==> config.mk <==
export PLATFORM = sky130hd
export DESIGN_NAME = tty_line_editor_with_wrap
export DESIGN_NICKNAME = d
export VERILOG_FILES = /design/src/sv/tlw_pkg.sv /design/src/sv/tlw_ram.sv /design/src/sv/tty_line_editor_with_wrap.sv
export SDC_FILE = /design/constraint.sdc
export NUM_CORES = 1
export LEC_CHECK = 0
export BUFFER_PORTS_ARGS = -buffer_cell sky130_fd_sc_hd__buf_2
export CAP_MARGIN = 0
export CORE_MARGIN = 8
export CORE_UTILIZATION = 39
export CTS_CLUSTER_DIAMETER = 40
export DETAILED_ROUTE_END_ITERATION = 10
export REMOVE_ABC_BUFFERS = 1
export SLEW_MARGIN = 20
export SYNTH_ARGS = -nofsm -noshare
export SYNTH_HDL_FRONTEND = slang
export SYNTH_SLANG_ARGS = --single-unit
==> constraint.sdc <==
create_clock -name clk -period 9.7 [get_ports clk]
set_input_delay 1.455 -clock clk [delete_from_list [all_inputs] [get_ports clk]]
set_output_delay 1.455 -clock clk [all_outputs]
set_load 0.05 [all_outputs]
==> src/sv/tlw_pkg.sv <==
package tlw_pkg;

  localparam int LINE_LEN_DEF = 40;
  localparam int DATA_W       = 8;
  localparam int KIND_W       = 3;
  localparam int COLS_W       = 6;
  localparam int COLS_MAX     = 63;
  localparam int CFG_IDX_W    = 2;

  // result kinds
  localparam logic [KIND_W-1:0] KIND_ECHO  = 3'd0;
  localparam logic [KIND_W-1:0] KIND_ERASE = 3'd1;
  localparam logic [KIND_W-1:0] KIND_BELL  = 3'd2;
  localparam logic [KIND_W-1:0] KIND_LINE  = 3'd3;
  localparam logic [KIND_W-1:0] KIND_END   = 3'd4;

  // fixed bytes
  localparam logic [DATA_W-1:0] NEWLINE_BYTE = 8'd10;
  localparam logic [DATA_W-1:0] BELL_BYTE    = 8'd7;
  localparam logic [DATA_W-1:0] SPACE_BYTE   = 8'd32;
  localparam logic [DATA_W-1:0] TILDE_BYTE   = 8'd126;

  // register indexes
  localparam logic [CFG_IDX_W-1:0] REG_EOF   = 2'd0;
  localparam logic [CFG_IDX_W-1:0] REG_ERASE = 2'd1;
  localparam logic [CFG_IDX_W-1:0] REG_KILL  = 2'd2;
  localparam logic [CFG_IDX_W-1:0] REG_WERASE = 2'd3;

  // register reset values
  localparam logic [DATA_W-1:0] EOF_RST    = 8'd4;
  localparam logic [DATA_W-1:0] ERASE_RST  = 8'd127;
  localparam logic [DATA_W-1:0] KILL_RST   = 8'd21;
  localparam logic [DATA_W-1:0] WERASE_RST = 8'd23;

endpackage

==> src/sv/tlw_ram.sv <==
module tlw_ram #(
  parameter int WIDTH = 8,
  parameter int DEPTH = 41
) (
  input  logic                     clk,
  input  logic                     we,
  input  logic [$clog2(DEPTH)-1:0] waddr,
  input  logic [WIDTH-1:0]         wdata,
  input  logic [$clog2(DEPTH)-1:0] raddr,
  output logic [WIDTH-1:0]         rdata
);

  logic [WIDTH-1:0] mem [DEPTH];

  always_ff @(posedge clk) begin
    if (we) begin
      mem[waddr] <= wdata;
    end
    rdata <= mem[raddr];
  end

endmodule

==> src/sv/tty_line_editor_with_wrap.sv <==
// Line editor with word wrap. One item in, 0 to LINE_LEN+4 results out.
// Bell, echo, erase, kill and eof: accept and decode states, plus output stalls.
// Newline reads out the stored line. Word erase walks back one store read per step.
// Wrap walks back to the last space; one line-store read port paces every walk.
// One item at a time: in_ready only in idle. Sync active-low reset clears
// control, count, end-of-input flag and registers; the line store is not cleared.
module tty_line_editor_with_wrap
  import tlw_pkg::*;
#(
  parameter int LINE_LEN = LINE_LEN_DEF
) (
  input  logic                 clk,
  input  logic                 rst_n,
  // typed bytes
  input  logic                 in_valid,
  output logic                 in_ready,
  input  logic [DATA_W-1:0]    in_byte,
  // results
  output logic                 out_valid,
  input  logic                 out_ready,
  output logic [KIND_W-1:0]    out_kind,
  output logic [DATA_W-1:0]    out_byte,
  output logic [COLS_W-1:0]    out_erase_columns,
  output logic                 out_input_ended,
  output logic                 out_last_result,
  // register writes
  input  logic                 cfg_we,
  input  logic [CFG_IDX_W-1:0] cfg_index,
  input  logic [DATA_W-1:0]    cfg_wdata
);

  localparam int DEPTH = LINE_LEN + 1;
  localparam int AW    = $clog2(DEPTH);
  // count holds 0..LINE_LEN+1
  localparam int CW    = $clog2(LINE_LEN + 2);
  localparam logic [CW-1:0] FULL_CNT = CW'(LINE_LEN);
  localparam logic [CW-1:0] LAST_CNT = CW'(LINE_LEN + 1);
  localparam logic [CW-1:0] ONE      = CW'(1);
  localparam logic [CW-1:0] TWO      = CW'(2);

  typedef enum logic [8:0] {
    S_IDLE   = 9'b000000001,
    S_DEC    = 9'b000000010,
    S_WSCAN  = 9'b000000100,  // word erase walk
    S_WFIN   = 9'b000001000,
    S_XSCAN  = 9'b000010000,  // wrap: look for last space
    S_TERASE = 9'b000100000,  // wrap: rub out tail
    S_LINE   = 9'b001000000,  // completed line bytes
    S_LEND   = 9'b010000000,  // line end marker
    S_COPY   = 9'b100000000   // wrap: move tail down and re-echo
  } state_t;

  function automatic logic [COLS_W-1:0] sat_cols(input logic [CW-1:0] v);
    return (32'(v) > 32'(COLS_MAX)) ? COLS_W'(COLS_MAX) : COLS_W'(v);
  endfunction

  state_t            state_r, state_nxt;
  logic [DATA_W-1:0] c_r, c_nxt;
  logic [CW-1:0]     cnt_r, cnt_nxt;
  logic [CW-1:0]     ptr_r, ptr_nxt;    // scan position p, examines entry p-1
  logic [CW-1:0]     idx_r, idx_nxt;
  logic [CW-1:0]     len_r, len_nxt;    // bytes of the completed line
  logic [CW-1:0]     tail_r, tail_nxt;  // wrapped tail length
  logic              copy_r, copy_nxt;  // tail follows the line end
  logic              wphase_r, wphase_nxt;
  logic              done_r, done_nxt;

  logic [DATA_W-1:0] eof_r, erase_r, kill_r, werase_r;

  logic              out_valid_r;
  logic [KIND_W-1:0] kind_r;
  logic [DATA_W-1:0] byte_r;
  logic [COLS_W-1:0] cols_r;
  logic              ended_r, last_r;

  // result builder
  logic              emit;
  logic [KIND_W-1:0] e_kind;
  logic [DATA_W-1:0] e_byte;
  logic [CW-1:0]     e_cnt;
  logic              e_ended, e_last;
  logic              slot;

  // line store port
  logic              ram_we;
  logic [CW-1:0]     ram_wsel, ram_rsel;
  logic [DATA_W-1:0] ram_wdata, ram_rdata;
  logic              rd_space;

  assign slot     = !out_valid_r || out_ready;
  assign in_ready = (state_r == S_IDLE);
  assign rd_space = (ram_rdata == SPACE_BYTE);

  tlw_ram #(
    .WIDTH (DATA_W),
    .DEPTH (DEPTH)
  ) u_line_store (
    .clk   (clk),
    .we    (ram_we),
    .waddr (ram_wsel[AW-1:0]),
    .wdata (ram_wdata),
    .raddr (ram_rsel[AW-1:0]),
    .rdata (ram_rdata)
  );

  // Store reads are registered: the address picked here is the entry seen next cycle.
  always_comb begin
    state_nxt  = state_r;
    c_nxt      = c_r;
    cnt_nxt    = cnt_r;
    ptr_nxt    = ptr_r;
    idx_nxt    = idx_r;
    len_nxt    = len_r;
    tail_nxt   = tail_r;
    copy_nxt   = copy_r;
    wphase_nxt = wphase_r;
    done_nxt   = done_r;
    emit       = 1'b0;
    e_kind     = KIND_ECHO;
    e_byte     = '0;
    e_cnt      = '0;
    e_ended    = 1'b0;
    e_last     = 1'b0;
    ram_we     = 1'b0;
    ram_wsel   = cnt_r;
    ram_wdata  = c_r;
    ram_rsel   = '0;

    unique case (state_r)
      S_IDLE: begin
        if (in_valid) begin
          c_nxt     = in_byte;
          state_nxt = S_DEC;
        end
      end

      S_DEC: begin
        if (done_r) begin
          state_nxt = S_IDLE;
        end else if (c_r == eof_r) begin
          if (cnt_r != '0) begin
            state_nxt = S_IDLE;
          end else if (slot) begin
            emit      = 1'b1;
            e_kind    = KIND_END;
            e_byte    = NEWLINE_BYTE;
            e_ended   = 1'b1;
            e_last    = 1'b1;
            done_nxt  = 1'b1;
            state_nxt = S_IDLE;
          end
        end else if (c_r == erase_r) begin
          if (cnt_r == '0) begin
            state_nxt = S_IDLE;
          end else if (slot) begin
            emit      = 1'b1;
            e_kind    = KIND_ERASE;
            e_cnt     = ONE;
            e_last    = 1'b1;
            cnt_nxt   = cnt_r - ONE;
            state_nxt = S_IDLE;
          end
        end else if (c_r == kill_r) begin
          if (cnt_r == '0) begin
            state_nxt = S_IDLE;
          end else if (slot) begin
            emit      = 1'b1;
            e_kind    = KIND_ERASE;
            e_cnt     = cnt_r;
            e_last    = 1'b1;
            cnt_nxt   = '0;
            state_nxt = S_IDLE;
          end
        end else if (c_r == werase_r) begin
          if (cnt_r == '0) begin
            state_nxt = S_IDLE;
          end else begin
            ptr_nxt    = cnt_r;
            wphase_nxt = 1'b0;
            ram_rsel   = cnt_r - ONE;
            state_nxt  = S_WSCAN;
          end
        end else if (c_r == NEWLINE_BYTE) begin
          idx_nxt   = '0;
          len_nxt   = cnt_r;
          copy_nxt  = 1'b0;
          state_nxt = S_LINE;
        end else if (c_r < SPACE_BYTE || c_r > TILDE_BYTE) begin
          if (slot) begin
            emit      = 1'b1;
            e_kind    = KIND_BELL;
            e_byte    = BELL_BYTE;
            e_last    = 1'b1;
            state_nxt = S_IDLE;
          end
        end else if (slot) begin
          // printable: echo and store; the line never holds more than LINE_LEN here
          emit    = 1'b1;
          e_kind  = KIND_ECHO;
          e_byte  = c_r;
          ram_we  = 1'b1;
          cnt_nxt = cnt_r + ONE;
          if (cnt_r == FULL_CNT) begin
            if (c_r == SPACE_BYTE) begin
              // wrap right after a space: whole line goes, nothing carried over
              idx_nxt   = '0;
              len_nxt   = LAST_CNT;
              copy_nxt  = 1'b0;
              state_nxt = S_LINE;
            end else begin
              // new byte is not a space, so the walk starts one entry lower
              ptr_nxt   = FULL_CNT;
              ram_rsel  = FULL_CNT - ONE;
              state_nxt = S_XSCAN;
            end
          end else begin
            e_last    = 1'b1;
            state_nxt = S_IDLE;
          end
        end
      end

      S_WSCAN: begin
        // trailing spaces first, then one word
        if (!wphase_r || !rd_space) begin
          ptr_nxt    = ptr_r - ONE;
          wphase_nxt = wphase_r || !rd_space;
          if (ptr_r == ONE) begin
            state_nxt = S_WFIN;
          end else begin
            ram_rsel = ptr_r - TWO;
          end
        end else begin
          state_nxt = S_WFIN;
        end
      end

      S_WFIN: begin
        if (slot) begin
          emit      = 1'b1;
          e_kind    = KIND_ERASE;
          e_cnt     = cnt_r - ptr_r;
          e_last    = 1'b1;
          cnt_nxt   = ptr_r;
          state_nxt = S_IDLE;
        end
      end

      S_XSCAN: begin
        if (rd_space) begin
          len_nxt   = ptr_r;
          tail_nxt  = LAST_CNT - ptr_r;
          copy_nxt  = 1'b1;
          state_nxt = S_TERASE;
        end else begin
          ptr_nxt = ptr_r - ONE;
          if (ptr_r == ONE) begin
            // no space at all: the full line is emitted
            idx_nxt   = '0;
            len_nxt   = LAST_CNT;
            copy_nxt  = 1'b0;
            state_nxt = S_LINE;
          end else begin
            ram_rsel = ptr_r - TWO;
          end
        end
      end

      S_TERASE: begin
        if (slot) begin
          emit      = 1'b1;
          e_kind    = KIND_ERASE;
          e_cnt     = tail_r;
          idx_nxt   = '0;
          state_nxt = S_LINE;
        end
      end

      S_LINE: begin
        if (idx_r == len_r) begin
          ram_rsel  = len_r;
          state_nxt = S_LEND;
        end else begin
          ram_rsel = idx_r;
          if (slot) begin
            emit     = 1'b1;
            e_kind   = KIND_LINE;
            e_byte   = ram_rdata;
            idx_nxt  = idx_r + ONE;
            ram_rsel = idx_r + ONE;
          end
        end
      end

      S_LEND: begin
        ram_rsel = len_r;
        if (slot) begin
          emit    = 1'b1;
          e_kind  = KIND_END;
          e_byte  = NEWLINE_BYTE;
          e_last  = !copy_r;
          idx_nxt = '0;
          if (copy_r) begin
            cnt_nxt   = tail_r;
            state_nxt = S_COPY;
          end else begin
            cnt_nxt   = '0;
            state_nxt = S_IDLE;
          end
        end
      end

      S_COPY: begin
        // read entry p+i, write entry i; p is at least one so they never collide
        ram_rsel = len_r + idx_r;
        if (slot) begin
          emit      = 1'b1;
          e_kind    = KIND_ECHO;
          e_byte    = ram_rdata;
          ram_we    = 1'b1;
          ram_wsel  = idx_r;
          ram_wdata = ram_rdata;
          idx_nxt   = idx_r + ONE;
          ram_rsel  = len_r + idx_r + ONE;
          if (idx_r == tail_r - ONE) begin
            e_last    = 1'b1;
            state_nxt = S_IDLE;
          end
        end
      end

      default: begin
        state_nxt = S_IDLE;
      end
    endcase
  end

  always_ff @(posedge clk) begin
    if (!rst_n) begin
      state_r     <= S_IDLE;
      cnt_r       <= '0;
      done_r      <= 1'b0;
      copy_r      <= 1'b0;
      wphase_r    <= 1'b0;
      out_valid_r <= 1'b0;
      eof_r       <= EOF_RST;
      erase_r     <= ERASE_RST;
      kill_r      <= KILL_RST;
      werase_r    <= WERASE_RST;
    end else begin
      state_r     <= state_nxt;
      cnt_r       <= cnt_nxt;
      done_r      <= done_nxt;
      copy_r      <= copy_nxt;
      wphase_r    <= wphase_nxt;
      out_valid_r <= emit || (out_valid_r && !out_ready);
      if (cfg_we) begin
        unique case (cfg_index)
          REG_EOF:    eof_r    <= cfg_wdata;
          REG_ERASE:  erase_r  <= cfg_wdata;
          REG_KILL:   kill_r   <= cfg_wdata;
          REG_WERASE: werase_r <= cfg_wdata;
          default: ;
        endcase
      end
    end
  end

  // payload registers
  always_ff @(posedge clk) begin
    c_r    <= c_nxt;
    ptr_r  <= ptr_nxt;
    idx_r  <= idx_nxt;
    len_r  <= len_nxt;
    tail_r <= tail_nxt;
    if (emit) begin
      kind_r  <= e_kind;
      byte_r  <= e_byte;
      cols_r  <= sat_cols(e_cnt);
      ended_r <= e_ended;
      last_r  <= e_last;
    end
  end

  assign out_valid         = out_valid_r;
  assign out_kind          = kind_r;
  assign out_byte          = byte_r;
  assign out_erase_columns = cols_r;
  assign out_input_ended   = ended_r;
  assign out_last_result   = last_r;

  // line never exceeds LINE_LEN between items
  a_cnt_bound: assert property (@(posedge clk) disable iff (!rst_n)
    (state_r == S_IDLE) |-> (cnt_r <= FULL_CNT))
    else $error("line count above LINE_LEN in idle");

  // end of input is flagged together with its marker
  a_eof_marker: assert property (@(posedge clk) disable iff (!rst_n)
    $rose(done_r) |-> (out_valid && out_kind == KIND_END && out_input_ended && out_last_result))
    else $error("end of input without its marker");

  // stores stay inside the line buffer
  a_wr_range: assert property (@(posedge clk) disable iff (!rst_n)
    ram_we |-> (ram_wsel <= FULL_CNT))
    else $error("line store write out of range");

  // word erase always removes at least one column
  a_werase_shrinks: assert property (@(posedge clk) disable iff (!rst_n)
    (state_r == S_WFIN) |-> (ptr_r < cnt_r))
    else $error("word erase with nothing removed");

endmodule

==> impl_metrics.ini <==
[clocking]
clkSlewWorstSetupHoldPaths_ns = 0.06
clock_sinks = 438
cts_buffer_depth = 3
numCtsBuffers = 56
h-tree-depth = 2
cts-root-buf = clkbuf_16
cts_hold_buf = 0
cts_resized = 0
postCtsSetupBuffers = 0
cts_tree = built
clk_latency_ns = 0.64

[floorplanning]
start_util = 0.394
rows = 83
die_w_microns = 243
die_h_microns = 243
ios = 44
coreArea_sq_um = 51200
dieArea_sq_um = 59200

[logic_synthesis]
synth-main-ff-cell = edfxtp_1
ys_seq_area_frac = 0.623
yosys_warnings = 0
synthXorXnorAreaFrac = 0.0306
synth-compound-area-share = 0.0934
ys_types = 86
avgSynthCellArea_sq_um = 11.1
synth_top_cell_by_area = edfxtp_1
synth.ff_latch_count = 438
synthAdderAreaFrac = 0.0138
synthCells = 1809
synthMuxAreaShare = 0.0164
synthesis.area_sq_um = 20200
yosys-top-cells-area = edfxtp_1 (56%), nand2_1 (7.6%), dfxtp_1 (5.9%)
synth_top_area_frac = 0.564
synth_top_family_by_area = simple AND/OR/NAND/NOR gates
synth-simple-area-share = 0.196
synthArstFlopShare = 0
synth_edf_count = 379

[layout]
multi_input_area_sq_um = 7130
final_nets = 1873
antenna_cells = 0
final_layout_size_suffix_gt1_frac = 0.102
seq_area_sq_um = 12600
stdcell_area_sq_um = 22900
n_fill_cell = 4660
area_growth_pct = 13.5
utilization = 0.447

[route]
routedWlPerCell_microns = 23.3
drt_iter0_drc = 1643
met1_length_mm = 25.4
wirelength_mm = 59.4
ant_nets = 0
wl_met2_mm = 26.2
drt_first_pass_iters = 7
dr.max_layer_used = met5
wl_met3_mm = 5.65
viasPerCell = 5.76
drc = 0
dr_total_vias = 14700

[power]
ir_worst_vdd_mv = 0.135
p_leak_uw = 0.00808
power_density_nw_per_um2 = 190
p_total_uw = 4350

[setup_path]
arrival_ns = 5.58
crit_type = flip-flop to flip-flop
crit_start = c_r[3]
path_max_fanout = 23
cp_data_required_time_ns = 10.21
worstSetupEndpointType = flip-flop
start_kind = flip-flop
reg2reg_from = c_r[3]

[place]
gp_congestion = 0.910
io_buffers = 43
dp_hpwl_mm = 39.1
place_area_sq_um = 21000

[grt]
grt_pass1_vias = 14100
antenna_found_initial = 2
grt_max_degree = 129
grtUsageTotal = 0.195
grt_pass1_wl_mm = 89.4
grt_overflow = 0

[sta]
hold_viol = 0
worst_clock_skew_ns = 0.0437
fin_crit_ns = 5.07
tns_ns = 0
fmax_mhz = 197
rsz0062_at_grt = no
slew_headroom = 0.344
finalSetupViolCount = 0
drv_slew = 0
worstMarginPinSlew_ns = 0.979
finalCritPeriodShare = 0.522

[worst_hold_path]
holdCritPathClass = flip-flop to flip-flop
min_from = erase_r[7]

[status]
outcome = completed

[run]
cap_violations = 0
Yosys cell counts (6+ instances only):
library cell and instances:
xnor2_1 27, xor2_1 41, ha_1 19, mux2i_1 32
a22oi_1 10, o22ai_1 9, o21ai_0 38, and2_1 14
a221oi_1 11, inv_1 18, nand3_1 159, nand2_1 410
o211a_1 7, or3_1 10, nor3_1 20, a32oi_1 8
nor3b_1 8, o211ai_1 10, edfxtp_1 379, clkbuf_1 54
nand4_1 25, dfxtp_1 59, nor4_1 22, a21boi_0 14
a211oi_1 6, a31oi_1 14, a21o_1 11, nor2_1 107
nor2b_1 13, buf_2 44, nand2b_1 11, o31a_1 6
a22o_1 7, a21oi_1 63, o21a_1 6, and3_1 19
cell usage in the layout, fill, tap and decap left out, types with 7 or more instances in the layout:
| cell | n |
|---|---|
| nand2_1 | 410 |
| edfxtp_1 | 379 |
| nand3_1 | 159 |
| nor2_1 | 106 |
| a21oi_1 | 62 |
| dfxtp_1 | 59 |
| clkbuf_16 | 56 |
| buf_2 | 43 |
| xor2_1 | 41 |
| o21ai_0 | 37 |
| mux2i_1 | 32 |
| xnor2_1 | 27 |
| nand4_1 | 25 |
| buf_4 | 24 |
| nor4_1 | 21 |
| nor3_1 | 20 |
| and3_1 | 19 |
| ha_1 | 19 |
| inv_1 | 18 |
| and2_1 | 14 |
| a31oi_1 | 14 |
| a21boi_0 | 14 |
| nor2b_1 | 12 |
| nand2b_1 | 11 |
| a221oi_1 | 11 |
| or3_1 | 10 |
| o211ai_1 | 10 |
| a22oi_1 | 10 |
| a21o_1 | 9 |
| o22ai_1 | 9 |
| inv_6 | 9 |
| nor3b_1 | 8 |
| a32oi_1 | 8 |
| clkbuf_1 | 8 |
| a22o_1 | 7 |
| o211a_1 | 7 |
| clkinv_2 | 7 |
state kept, by name (all words and copies together) (netlist names):
signal and flops:
state_r 9, tail_r 6, out_erase_columns 6, out_last_result 1, cnt_r 6, idx_r 6, out_valid 1, kill_r 8
c_r 8, out_byte 8, copy_r 1, u_line_store.mem 328, done_r 1, erase_r 8, out_kind 3, len_r 6
ptr_r 6, out_input_ended 1, u_line_store.rdata 8, werase_r 8, eof_r 8, wphase_r 1
critical path, stage by stage, from the launching register on:
cell	delay [ns]
edfxtp_1	0.62
xor2_1	0.24
nor4_1	0.60
nand2_1	0.33
a2111oi_4	0.76
and2_0	0.65
nor2_2	0.26
buf_4	0.31
and3_1	0.18
a31oi_1	0.35
o221ai_1	0.23
a2111oi_2	0.41
worst paths after layout:
path                      endpoint  cells after the start  slack (ns)
max          u_line_store.rdata[2]                     11        4.63
max reg2reg  u_line_store.rdata[2]                     11        4.63
min reg2reg             erase_r[7]                      2        0.48
min                     erase_r[7]                      2        0.48
kinds of logic after synthesis:
logic type               after synthesis
AND/OR/NAND/NOR                      856
flip-flops                           438
AO/OA/AOI/OAI                        267
buffers and inverters                125
XOR/XNOR                              69
multiplexers                          33
adder cells (fa/ha/maj)               21
layer usage:
layer,vias to the layer above,global-route usage
met5,-,0
met4,4,0.0696
met1,7197,0.268
met3,145,0.0515
met2,689,0.294
li1,6676,-
layout make-up:
type                    instances  area share
repair buffers                 69      0.0185
well taps                     680      0.0372
clock buffers                  66      0.0638
inverters                      18     0.00295
flip-flops and latches        438       0.549
clock inverters                37      0.0172
multi-input cells            1246       0.311
metrics by stage:
step           hold WS [ns]  setup WS, ns  cells
5_1_grt               0.499          4.29   2554
4_1_cts               0.485          4.68   2553
6_report              0.482          4.63   2554
3_5_place_dp          0.476          4.39   2450
3_3_place_gp          0.470          4.44   2450
2_1_floorplan         0.455          1.21   1702
report_power, final:
part	switching (uW)	total (uW)	leakage, uW	internal [uW]
clock network	842	2040	0.000902	1200
registers	29.1	2100	0.00387	2070
logic	143	202	0.00331	58.5
Note: power is estimated with default switching activity, not from simulation.
